## src/hw/rtl/rational_arithmetic_unit_assert.svh

```systemverilog
// ============================================================================
// Assertion macros for the rational arithmetic unit
// Shared property forms used by the checks at the end of the top level.
// ============================================================================
`ifndef RATIONAL_ARITHMETIC_UNIT_ASSERT_SVH
`define RATIONAL_ARITHMETIC_UNIT_ASSERT_SVH

// Implication in the same cycle.
`define RAU_AST_IMP(name, ante, cons, msg) \
    name: assert property (@(posedge i_clk) disable iff (!i_rst_n) (ante) |-> (cons)) \
        else $error(msg);

// Implication into the next cycle.
`define RAU_AST_NXT(name, ante, cons, msg) \
    name: assert property (@(posedge i_clk) disable iff (!i_rst_n) (ante) |=> (cons)) \
        else $error(msg);

`endif

```

## src/hw/rtl/rau_pkg.sv

```systemverilog
// ============================================================================
// rau_pkg
// Widths, codes and controller/datapath interface types of the rational unit.
// ============================================================================
package rau_pkg;

    localparam int FW     = 64;              // width of every operand field
    localparam int WIDTH  = 64;              // significant operand bits, 8..64
    localparam int W      = WIDTH;
    localparam int PW     = 2 * W;           // product width
    localparam int MW     = PW + 1;          // magnitude of a sum of products
    localparam int SW     = PW + 2;          // signed sum of products
    localparam int MCW    = $clog2(W);       // width of the multiplier iteration counter
    localparam int DCW    = $clog2(MW);      // width of the divider iteration counter
    localparam int IN_DW  = 4 * FW;
    localparam int OUT_DW = ((FW + (FW - 1) + 2 + 7) / 8) * 8;

    localparam logic [MW-1:0] LIM    = MW'(1) << (W - 1);
    localparam logic [MW-1:0] LIM_M1 = LIM - MW'(1);

    localparam logic [2:0] F_RED = 3'd0;
    localparam logic [2:0] F_ADD = 3'd1;
    localparam logic [2:0] F_SUB = 3'd2;
    localparam logic [2:0] F_MUL = 3'd3;
    localparam logic [2:0] F_DIV = 3'd4;
    localparam logic [2:0] F_NEG = 3'd5;
    localparam logic [2:0] F_CMP = 3'd6;

    localparam logic [1:0] ST_OK   = 2'd0;
    localparam logic [1:0] ST_ZDEN = 2'd1;
    localparam logic [1:0] ST_OVF  = 2'd2;

    typedef enum logic [3:0] {
        DP_NOP, DP_LOAD, DP_MUL_START, DP_MUL_RUN, DP_COMB, DP_ABS,
        DP_GCD, DP_DIV_START, DP_DIV_RUN, DP_FIN
    } t_dp_op;

    typedef struct packed {
        t_dp_op     op;
        logic [1:0] step;   // which of the three products
        logic       dsel;   // 0 divides the numerator, 1 the denominator
    } t_cmd;

    typedef struct packed {
        logic spec;         // result is fixed 0/1 with a known status
        logic mul_done;
        logic gcd_done;
        logic div_done;
        logic out_free;
    } t_stat;

    // Magnitude of a two's complement operand; the most negative value fits.
    function automatic logic [W-1:0] mag(input logic [W-1:0] x);
        return x[W-1] ? W'(-x) : x;
    endfunction

endpackage

```

## src/hw/rtl/rau_ctrl.sv

```systemverilog
// ============================================================================
// rau_ctrl
// Sequencer that steps the datapath through products, GCD and divisions.
// ============================================================================
module rau_ctrl import rau_pkg::*; (
    input  logic  i_clk,
    input  logic  i_rst_n,
    input  logic  i_valid,
    output logic  o_ready,
    input  t_stat i_stat,
    output t_cmd  o_cmd
);

    typedef enum logic [3:0] {
        S_IDLE, S_CHK, S_MSTART, S_MRUN, S_COMB, S_ABS, S_GCD,
        S_DSTART, S_DRUN, S_FIN
    } t_state;

    t_state     r_state;
    logic [1:0] r_step;
    logic       r_dsel;

    always_comb begin
        o_cmd.op   = DP_NOP;
        o_cmd.step = r_step;
        o_cmd.dsel = r_dsel;
        unique case (r_state)
            S_IDLE:   if (i_valid) o_cmd.op = DP_LOAD;
            S_MSTART: o_cmd.op = DP_MUL_START;
            S_MRUN:   o_cmd.op = DP_MUL_RUN;
            S_COMB:   o_cmd.op = DP_COMB;
            S_ABS:    if (!i_stat.spec) o_cmd.op = DP_ABS;
            S_GCD:    if (!i_stat.spec) o_cmd.op = DP_GCD;
            S_DSTART: o_cmd.op = DP_DIV_START;
            S_DRUN:   o_cmd.op = DP_DIV_RUN;
            S_FIN:    if (i_stat.out_free) o_cmd.op = DP_FIN;
            default:  o_cmd.op = DP_NOP;
        endcase
    end

    assign o_ready = (r_state == S_IDLE);

    always_ff @(posedge i_clk) begin
        if (!i_rst_n) begin
            r_state <= S_IDLE;
            r_step  <= 2'd0;
            r_dsel  <= 1'b0;
        end else begin
            unique case (r_state)
                S_IDLE: if (i_valid) r_state <= S_CHK;
                S_CHK: begin
                    r_step  <= 2'd0;
                    r_state <= i_stat.spec ? S_FIN : S_MSTART;
                end
                S_MSTART: r_state <= S_MRUN;
                S_MRUN: begin
                    if (i_stat.mul_done) begin
                        if (r_step == 2'd2) begin
                            r_state <= S_COMB;
                        end else begin
                            r_step  <= r_step + 2'd1;
                            r_state <= S_MSTART;
                        end
                    end
                end
                S_COMB: r_state <= S_ABS;
                S_ABS:  r_state <= i_stat.spec ? S_FIN : S_GCD;
                S_GCD: begin
                    r_dsel <= 1'b0;
                    if (i_stat.spec)          r_state <= S_FIN;
                    else if (i_stat.gcd_done) r_state <= S_DSTART;
                end
                S_DSTART: r_state <= S_DRUN;
                S_DRUN: begin
                    if (i_stat.div_done) begin
                        if (r_dsel) begin
                            r_state <= S_FIN;
                        end else begin
                            r_dsel  <= 1'b1;
                            r_state <= S_DSTART;
                        end
                    end
                end
                S_FIN:   if (i_stat.out_free) r_state <= S_IDLE;
                default: r_state <= S_IDLE;
            endcase
        end
    end

endmodule
```

## config.mk

```make
export PLATFORM = sky130hd
export DESIGN_NAME = rau_ctrl
export DESIGN_NICKNAME = d
export VERILOG_FILES = /design/src/hw/rtl/rational_arithmetic_unit_assert.svh /design/src/hw/rtl/rau_pkg.sv /design/src/hw/rtl/rau_ctrl.sv
export SDC_FILE = /design/constraint.sdc
export NUM_CORES = 1
export LEC_CHECK = 0
export BUFFER_PORTS_ARGS = -buffer_cell sky130_fd_sc_hd__clkbuf_2
export CELL_PAD_IN_SITES_DETAIL_PLACEMENT = 0
export CELL_PAD_IN_SITES_GLOBAL_PLACEMENT = 2
export CORE_MARGIN = 3
export CORE_UTILIZATION = 28
export CTS_CLUSTER_SIZE = 30
export DETAILED_ROUTE_END_ITERATION = 10
export PLACE_DENSITY = 0.87
export SYNTH_ARGS = -nofsm -noshare
export SYNTH_HDL_FRONTEND = slang
export SYNTH_SLANG_ARGS = --single-unit
```

## constraint.sdc

```tcl
create_clock -name i_clk -period 1.8 [get_ports i_clk]
set_input_delay 0.18 -clock i_clk [delete_from_list [all_inputs] [get_ports i_clk]]
set_output_delay 0.18 -clock i_clk [all_outputs]
set_load 0.05 [all_outputs]
```

; Word-level counts from Yosys, hierarchy flattened
; Index checks and enable logic that the tools add are counted.
[word_totals]
regBits = 7
latch_bits = 0
ram_bits = 0
romBits = 0
input_bits = 8
output_inout_bits = 8
elab_cells = 47
n_memories = 0
[classes]
add_sub_neg = 1
multipliers = 0
div = 0
magnitude_cmp = 0
eq_ne = 16
shift = 0
n_mux = 21
bitwise_logic = 0
n_reduce_logical = 6
[ops]
columns = cell, n
row1 = 4-bit 2-to-1 mux, 10
row2 = 4-bit one-hot mux with 10 select lines, 1
row3 = 4-bit one-hot mux with 9 select lines, 1
row4 = "4-bit by 3-bit equality test with 1-bit output, second input constant", 4
row5 = "2-bit != test, second input constant", 5
row6 = 3-bit 2-to-1 mux, 3
row7 = "4-bit by 2-bit equality test with 1-bit output, second input constant", 2
row8 = "4-bit equality test, second input constant", 2
row9 = 5-bit AND reduction, 1
row10 = "4-bit by 1-bit equality test with 1-bit output, second input constant", 1
row11 = 4-bit logical NOT, 1
row12 = 2-bit 2-to-1 mux, 2
row13 = 2-bit one-hot mux with 2 select lines, 1
row14 = 2-bit nonzero test, 2
row15 = "3-bit != test, second input constant", 1
row16 = 3-bit AND reduction, 1
row17 = "2-bit by 1-bit adder with 2-bit output, second input constant", 1
row18 = "2-bit equality test, second input constant", 1
row19 = 1-bit 2-to-1 mux, 2
row20 = 1-bit one-hot mux with 2 select lines, 1
row21 = 2-bit AND reduction, 1

; Logic depth before layout (Yosys ltp)
; Gate-level depths: netlist of the first run.
[depth]
word_depth = 4
mapped_depth = 6
mapped_depth_nobuf = 6

; Worst setup path before layout of the first run
; No wires, ideal clock.
[synth_timing]
path_type = flip-flop to output port
from = reg r_state[1]
to = out o_ready
arrival_time_ns = 2.181
required_time_ns = 1.620
slack_ns = -0.561
stages_incl_launch_ff = 4
path_buffers = 2
cell_sequence = dfxtp_1 -> buf_2 -> buf_2 -> nor4_1
[synth_between]
elab_chain_len = 1
[synth_lines]
columns = element, line_no
row1 = "start, declared", rau_ctrl.sv:19  ; t_state r_state;
row2 = "start signal, assigned", rau_ctrl.sv:53  ; r_state <= i_stat.spec ? S_FIN : S_MSTART;
row3 = "start signal, assigned", rau_ctrl.sv:67  ; S_ABS: r_state <= i_stat.spec ? S_FIN : S_GCD;
row4 = 4-bit logical NOT, rau_ctrl.sv:41  ; assign o_ready = (r_state == S_IDLE);
row5 = "end, declared", rau_ctrl.sv:9  ; output logic o_ready,
; No other way between the ends.

==> impl_results.md, run 1 <==
* Ant. Diodes at 0
* Post-synth top cells: nor2_1, dfxtp_1, nand2b_1
* Hold-fix buffers, CTS at 0
* Yosys top cell by area: dfxtp_1
* Later-pin clock latency in the skew report at ~0.25 ns
* Tcrit/Tclk final at 95.9%
* Slew Limit Fails at 0
* Most common cell in the synthesized netlist: nor2_1
* Number of antenna violations at the first check in global routing at 0
* Share of layout cells above drive strength 1 at between 30% and 40%
* Finished Layout Cells at roughly 130
* FF+latch count, synth at 7
* First-pass DRT Iterations at 4
* RSZ-0062 raised after global routing: no
* Grt total ovfl at 0
* Critical Path End Type: primary output
* DR WL/cell at 13.4 µm
* Pwr Total at around 0.75 mW
* Critical Path RT at between 1.5 and 2 ns
* Most used flip-flop cell after synthesis: dfxtp_1
* # DRC at 0
* Iteration-0 DRC Markers at 11
* Hpwl dp at around 1.3 mm
* Maxcap violations at 0
* Area grow syn2layout at 28.2%
* Routed wl met2 at between 800 and 900 µm
* Global-route wire length before repair at 2.92 mm
* Number of global-route vias before repair at 659
* Crit path DAT at 1.55 ns
* DR WL met3 at 98 µm
* Number of synthesized flops with an enable pin at 0
* Area of the die at roughly 0.0029 mm²
* Fmax at 579 MHz
* Dpl cells at between 100 and 150
* Highest routed metal layer: met3
* Ys async rst share at 0%
* Routed via count at 718
* Initial Util at 31.1%
* Clk sink count at 7
* P_leak at between 0.3 and 0.4 nW
* Post-layout min period at approximately 1.7 ns
* RePlAce Congestion at ~0.8
* Synth area leaders: dfxtp_1, nand2b_1, nor2_1
* Synth Net Count at 95
* Netlist Area Pre-Place at 647 µm²
* Largest fanout on the critical path at 9
* PwrDens at around 900 mW/mm²
* Post-Synthesis Cells at 86
* Nets at roughly 120
* Synth warn at 0
* Worst-Margin Slew at around 0.29 ns
* Max Buffers Root-to-Sink at 2
* Setup Viol. Count Final at 0
* WHS at 0.213 ns
* Share of the synthesized area in the top cell type at between 20% and 30%
* Pin count of the biggest net entering global routing at 17
* Post-route ant nets at 0
* Slew Limit Headroom at between 80% and 90%
* Syn Area/Cell at between 7 and 8 µm²
* Hold Path Class: input pin to register
* Row cnt at 16
* Peak supply drop at approximately 340 µV
* Core Area at 0.00208 mm²
* Sequential area share after synthesis at 21.7%
* CTS tree: yes
* Setup CP Type: register to primary output
* Clock transition at path regs at about 0.060 ns
* Status: finished, final reports clean
* Die extent in x at approximately 54 µm
* H-tree levels at 1
* Via/cell ratio at 5.40
* Clock Skews at between 0.003 and 0.004 ns
* Met1 Wirelength at slightly above 800 µm
* GRT Resource Usage Total at 14.1%
* Critical path launch point type: register
* Final wirelength at 1.78 mm
* Total I/O pin count at 16
* Die Ht at around 54 µm
* TritonCTS Buffers at 3
* Final hold vios at 0
* Setup TNS at 0 ns
* Post-layout util at 39.8%
* CTS root buffer: clkbuf_4
* Synth cell types at 37
* PortBufs at 15
* Filler cell count at 237
==> where the power goes <==
group	total, mW	internal [mW]	switching, mW
Clock	0.147	0.0849	0.0617
Combinational	0.388	0.157	0.231
Sequential	0.216	0.174	0.0421
==> repair_timing <==
action / CTS / global route
pin swaps: 0 / 0
gates cloned: 0 / 0
buffers inserted: 0 / 0
gates resized for setup: 1 / 1
setup endpoints to repair: 1 / 3
==> sequential cells by signal (all words and copies together), names as in the netlist <==
signal and count:
r_dsel 1, r_step 2, r_state 4
==> layout make-up <==
type | count | area [µm²] | area share, %
Multi-Input combinational cell | 66 | 464 | 56.0
Sequential cell | 7 | 144 | 17.3
Timing Repair Buffer | 24 | 143 | 17.2
Tap cell | 27 | 33.8 | 4.07
Clock buffer | 4 | 26.3 | 3.17
Inverter | 5 | 18.8 | 2.26
==> cells in the final DEF (no fill, tap or decap), types with 4 or more instances in the layout <==
cell      Yosys  routed
nor2_1        9       9
dfxtp_1       7       4
nand2b_1      6       6
clkbuf_2      0      15
nor3b_1       4       4
buf_4         2       9
o21ai_0       4       4
inv_1         5       5
nand2_1       4       4
a21oi_1       4       4
==> worst max-delay path: stages (launching register included) <==
cell and delay [ns]:
dfxtp_1 0.33, buf_4 0.17, nor3b_1 0.18, a31oi_1 0.09
o32ai_4 0.21, clkbuf_2 0.31
==> logic make-up (layout without fill, tap and decap cells) <==
logic type      count (synthesis)  count (layout)  share of synthesized area, %
xor+xnor                        1               1                          1.35
simple gates                   36              36                          32.5
fa+ha+maj                       1               1                          1.93
buf+inv                        13              33                          10.4
mux                             3               3                          4.64
compound gates                 25              25                          27.5
flops                           7               7                          21.7
==> final timing paths <==
check,start,to,slack (ns),depth (start not counted)
worst max-delay path,r_state[3],o_cmd[3],0.07,5
worst min-delay path,i_rst_n,r_state[0],0.21,3
worst max register to register,r_state[1],r_state[2],0.15,4
worst min register to register,r_step[0],r_step[0],0.52,2
==> stage by stage <==
stage / instance area [µm²] / setup slack (ns)
floorplan: 673 / -0.0152
global placement: 801 / 0.174
detailed placement: 801 / 0.155
CTS: 828 / 0.0439
global route: 830 / 0.00222
finish: 830 / 0.0738
==> metal layers <==
| metal | vias to the layer above | GRT usage (%) |
|---|---|---|
| met5 | - | 0 |
| met4 | 0 | 2.49 |
| met3 | 0 | 4.99 |
| met2 | 18 | 23.6 |
| met1 | 344 | 17.5 |
| li1 | 356 | - |
Note: power is estimated with default switching activity, not from simulation.
==> inputs of run 2 (changes only) <==
- MAX_ROUTING_LAYER: not set -> met4
- SETUP_SLACK_MARGIN: not set -> 0.5
==> run 2 against run 1 <==
Flip-flop and latch count unchanged. Die area unchanged. Sequential power is essentially flat. Clock skew fell by 0.0023 ns. Via count rose by 16%. Sequential share of layout area shrank 4.8 points. Utilization rose by 22 points. Final cell count rose by 14%. First-iteration DRC count grew 100%. Hold slack lost 0.0018 ns. Highest routed layer is now met4.
==> impl_results.md, run 2 (same netlist as run 1, synthesis figures left out) <==
* Status: finished, final reports clean
* Worst path slowest cell: dfxtp_4
* Switching share of total power at 42.8%
* Final hold vios at 0
* Pwr Total at between 1 and 1.5 mW
* Seq pwr share at about a fifth
* Largest fanout on the critical path at 7
* Reg with most FFs: r_state
* Worst-Margin Slew at between 0.2 and 0.3 ns
* Tcrit/Tclk final at approximately 85%
* CTS root buffer: clkbuf_4
* Initial Util at around 31%
* RePlAce Congestion at between 0.7 and 0.8
* Combinational share of power at roughly 67%
* Routed via count at approximately 830
* Clock Skews at 0.00112 ns
* Area grow syn2layout at 99.8%
* Post-layout util at between 60 and 70%
* Peak supply drop at ~460 µV
* Nets at between 100 and 150
* Critical Path RT at around 1.6 ns
* Die Ht at ~54 µm
* First-pass DRT Iterations at 4
* DP Area at between 800 and 900 µm²
* Row cnt at 16
* P_int at ~0.63 mW
* Setup Viol. Count Final at 0
* Design area at 0.00129 mm²
* Pin count of the biggest net entering global routing at 11
* Via/cell ratio at 5.52
* Grt total ovfl at 0
* Iteration-0 DRC Markers at 22
* Clock transition at path regs at around 0.05 ns
* Setup TNS at 0 ns
* GRT Resource Usage Total at 20.2%
* Top flop regs: r_state (4), r_step (2), r_dsel (1)
* Crit-path cells: buf_6, a31oi_2, o32ai_4, buf_8
* Later-pin clock latency in the skew report at between 0.2 and 0.3 ns
* Global-route wire length before repair at just over 4 mm
* Final wirelength at 2.52 mm
* Die extent in x at about 54 µm
* Maxcap violations at 0
* Ant. Diodes at 0
* Largest register FFs at 4
* Setup CP Type: register to primary output
* TritonCTS Buffers at 3
* Share of layout cells above drive strength 1 at 66.9%
* DR WL/cell at 16.7 µm
* Hold Path Class: input pin to register
* Finished Layout Cells at 151
* Max Buffers Root-to-Sink at 2
* Clock power share at between 10 and 15%
* Hold path start: i_rst_n
* Slew Limit Headroom at approximately 80%
* Core Area at ~0.0021 mm²
* Dpl cells at 129
* Slew Limit Fails at 0
* Fmax at about 650 MHz
* Sw Pwr at 0.470 mW
* Crit path DAT at ~1.4 ns
* Number of global-route vias before repair at between 800 and 900
* WHS at 0.211 ns
* Min setup slack post-route at 0.262 ns
* Most frequent cells in the layout: buf_4, clkbuf_2, buf_6
* H-tree levels at 1
* PwrDens at ~850 mW/mm²
* Worst setup path startpoint: r_state[0]
* # DRC at 0
* Hpwl dp at approximately 1.4 mm
* Filler cell count at 178
* Number of antenna violations at the first check in global routing at 0
* Max stage delay on crit path at 0.42 ns
* PortBufs at 15
* RSZ-0062 raised after global routing: yes
* Commonest non-fill, non-tap cell in the layout: buf_4
* P_leak at ~0.52 nW
* Total I/O pin count at 16
* Area of the die at 0.00292 mm²
* Post-route ant nets at 0
* Worst r2r src: r_state[1]
* Post-layout min period at roughly 1.5 ns
* Critical Path End Type: primary output
* CTS tree: yes
* DP Worst Slack at between 0.1 and 0.15 ns
* Clk sink count at 7
* Critical path launch point type: register
[run 2: what timing repair did]
item,4_1_cts,5_1_grt
hold buffers,0,0
gates resized for setup,50,16
buffers inserted,13,5
pin swaps,10,9
gates cloned,0,0
setup endpoints to repair,11,11
[run 2: layout make-up]
class / count / area, µm² / area share [%]
multi-input cells: 66 / 672 / 52.0
well taps: 27 / 33.8 / 2.61
flip-flops and latches: 7 / 163 / 12.6
inverters: 5 / 18.8 / 1.45
repair buffers: 42 / 379 / 29.3
clock buffers: 4 / 26.3 / 2.03
[run 2: final timing paths]
path	slack (ns)	endpoint	cells after the start
worst max-delay path	0.26	o_cmd[3]	4
worst min-delay path	0.21	r_state[1]	2
worst max register to register	0.27	r_state[2]	6
worst min register to register	0.53	r_step[1]	2
[run 2: metal layers]
metal | vias to the layer above | wire (µm) | track usage, % | share of wire (%)
li1 | 393 | - | - | -
met1 | 408 | 1140 | 24.4 | 45
met2 | 28 | 1230 | 33.5 | 49
met3 | 4 | 110 | 4.16 | 4.4
met4 | 0 | 40 | 6.22 | 1.6
met5 | - | 0 | - | 0
[run 2: power groups by stage]
stage / Combinational [mW] / Sequential, mW / Clock (mW)
floorplan: 0.396 / 0.186 / 0
global placement: 0.427 / 0.211 / 0
detailed placement: 0.428 / 0.211 / 0
CTS: 0.642 / 0.206 / 0.153
global route: 0.768 / 0.217 / 0.162
finish: 0.732 / 0.214 / 0.151
[run 2: worst max-delay path: cells and delay by family (launching register included)]
family	cells	cell delay (ns)
AO/OA/AOI/OAI	2	0.33
buffers and inverters	2	0.33
flip-flops	1	0.42
==> inputs of run 3 (changes only) <==
- ABC_AREA: not set -> 1
- CORE_UTILIZATION: 28 -> 25
- GPL_TIMING_DRIVEN: not set -> 0
- PLACE_DENSITY: 0.87 -> 0.86
==> run 3 against run 2 <==
Clock skew increased by 0.0020 ns. Routed wire length decreased by 21%. Critical path depth increased by 2. Cell area decreased by 18%. Worst setup slack improved by 0.029 ns. Clock power decreased by 7%. Utilization decreased by 16 points. Total power increased by 43%. Hold slack got worse by 0.0071 ns. Highest routed layer unchanged.
==> impl_results.md, run 3 <==
* RePlAce Congestion at roughly 0.80
* Iteration-0 DRC Markers at 7
* Hold Path Class: input pin to register
* Worst setup path startpoint: r_state[0]
* Syn Area/Cell at approximately 6 µm²
* Commonest non-fill, non-tap cell in the layout: nand2_1
* Critical Path End Type: primary output
* Reg with most FFs: r_state
* TritonCTS Buffers at 3
* PortBufs at 15
* Most frequent cells in the layout: nand2_1, buf_4, inv_1
* Clock transition at path regs at ~0.050 ns
* Initial Util at roughly 28%
* Number of synthesized flops with an enable pin at 0
* Seq pwr share at approximately 15%
* Ant. Diodes at 0
* Post-Synthesis Cells at 106
* Area grow syn2layout at 67.9%
* Synth warn at 0
* Clock power share at between 8 and 9%
* Critical Path RT at 1.62 ns
* Status: finished, final reports clean
* Core Area at roughly 0.0023 mm²
* Number of antenna violations at the first check in global routing at 0
* Peak supply drop at roughly 1200 µV
* Maxcap violations at 0
* Later-pin clock latency in the skew report at roughly 0.25 ns
* Nets at approximately 150
* Sw Pwr at 0.734 mW
* Share of layout cells above drive strength 1 at 48.2%
* Ys async rst share at 0%
* Hold-fix buffers, CTS at 0
* First-pass DRT Iterations at 4
* Fmax at roughly 660 MHz
* Worst-Margin Slew at between 0.2 and 0.3 ns
* Synth Net Count at roughly 120
* Tcrit/Tclk final at between 80% and 90%
* Setup Viol. Count Final at 0
* Synth cell types at 19
* Slew Limit Fails at 0
* Most common cell in the synthesized netlist: nand2_1
* Final wirelength at 1.99 mm
* Share of the synthesized area in the top cell type at about 22%
* Global-route wire length before repair at 3.30 mm
* Adder-Cell Fraction of Synth Area at under 10%
* Min setup slack post-route at ~0.29 ns
* CTS root buffer: clkbuf_4
* Pin count of the biggest net entering global routing at 9
* H-tree levels at 1
* Total I/O pin count at 16
* Grt total ovfl at 0
* Largest register FFs at 4
* Yosys top cell by area: dfxtp_1
* # DRC at 0
* DP Worst Slack at roughly 0.28 ns
* Post-layout util at between 40% and 50%
* Sequential area share after synthesis at between 20% and 30%
* Post-route ant nets at 0
* Critical path launch point type: register
* Synth area leaders: dfxtp_1, nand2_1, inv_1
* Compound-cell area share of the yosys netlist at 9.11%
* Routed via count at 771
* RSZ-0062 raised after global routing: yes
* Crit path DAT at between 1 and 1.5 ns
* Hold path start: i_stat[1]
* Worst r2r src: r_state[0]
* Post-Synth XOR/XNOR Area at 0%
* Setup TNS at 0 ns
* Number of global-route vias before repair at around 750
* P_leak at about 0.53 nW
* Via/cell ratio at between 4 and 5
* Final hold vios at 0
* Mux share of post-synthesis cell area at 0%
* FF+latch count, synth at 7
* PwrDens at about 1500 mW/mm²
* Max Buffers Root-to-Sink at 2
* Top flop regs: r_state (4), r_step (2), r_dsel (1)
* Slew Limit Headroom at between 80% and 90%
* Post-layout min period at approximately 1.5 ns
* WHS Path Cells at 3
* Die Ht at between 50 and 60 µm
* Largest family of logic cells by synthesized area: simple AND/OR/NAND/NOR gates
* P_int at 0.838 mW
* Worst R2R Path Depth at 10
* Die extent in x at approximately 56 µm
* Hpwl dp at roughly 1.4 mm
* Design area at 0.00106 mm²
* Clock Skews at between 0.003 and 0.004 ns
* Largest fanout on the critical path at 8
* CTS tree: yes
* Area of the die at about 0.0032 mm²
* Combinational share of power at about three quarters
* Clk sink count at 7
* Most used flip-flop cell after synthesis: dfxtp_1
* Row cnt at 17
* Setup CP Type: register to primary output
* Netlist Area Pre-Place at 632 µm²
* Simple-gate share of the synthesized area at 53.1%
* DP Area at 795 µm²
* Post-synth top cells: nand2_1, inv_1, nand3_1
* Switching share of total power at between 40% and 50%
* DR WL/cell at between 10 and 15 µm
* GRT Resource Usage Total at 13.4%
==> run 3: path summary, 6_finish.rpt <==
kind | to | slack [ns]
worst max register to register | r_state[1] | 0.36
worst min register to register | r_step[0] | 0.47
worst min-delay path | r_dsel | 0.20
worst max-delay path | o_cmd[5] | 0.29
==> run 3: cells by family after synthesis <==
kind of cell | after synthesis
AND/OR/NAND/NOR | 67
buffers and inverters | 21
AO/OA/AOI/OAI | 10
flip-flops | 7
adder cells (fa/ha/maj) | 1
==> run 3: area by class of cell <==
type | instances | area [µm²]
repair buffers | 31 | 254
inverters | 19 | 77.6
multi-input cells | 78 | 490
flip-flops and latches | 7 | 155
fillers | 241 | 1240
well taps | 28 | 35.0
clock buffers | 4 | 26.3
plain buffers | 2 | 22.5
==> run 3: repair_timing <==
action,in CTS,in global routing
setup endpoints to repair,8,11
pin swaps,9,7
buffers inserted,13,3
endpoints found under the hold margin,0,0
gates resized for setup,19,11
==> run 3: metrics by stage <==
stage / hold slack (ns) / power [mW] / cells
floorplan: 0.344 / 0.833 / 106
global placement: 0.447 / 0.982 / 149
detailed placement: 0.461 / 0.975 / 149
CTS: 0.194 / 1.48 / 166
global route: 0.216 / 1.68 / 169
finish: 0.204 / 1.57 / 169
==> run 3: power by group through the flow <==
stage               clock [mW]  sequential (mW)  combinational, mW
floorplan                    0            0.229              0.604
global placement             0            0.233              0.748
detailed placement           0            0.234              0.741
CTS                      0.145            0.235               1.10
global route             0.161            0.243               1.28
finish                   0.140            0.239               1.19
==> run 3: routing by layer <==
| metal | vias up | part of all wire, % | GRT usage, % |
|---|---|---|---|
| met5 | - | 0 | - |
| met4 | 0 | 0.85 | 6.10 |
| met3 | 2 | 2.7 | 2.30 |
| met1 | 348 | 44 | 16.0 |
| met2 | 14 | 52 | 22.0 |
| li1 | 407 | - | - |
==> run 3: worst max-delay path, stage by stage, from the launching register on <==
cell	delay, ns
dfxtp_2	0.33
buf_8	0.13
inv_2	0.05
nor2_4	0.16
nand3_4	0.12
nand4_1	0.13
buf_8	0.16
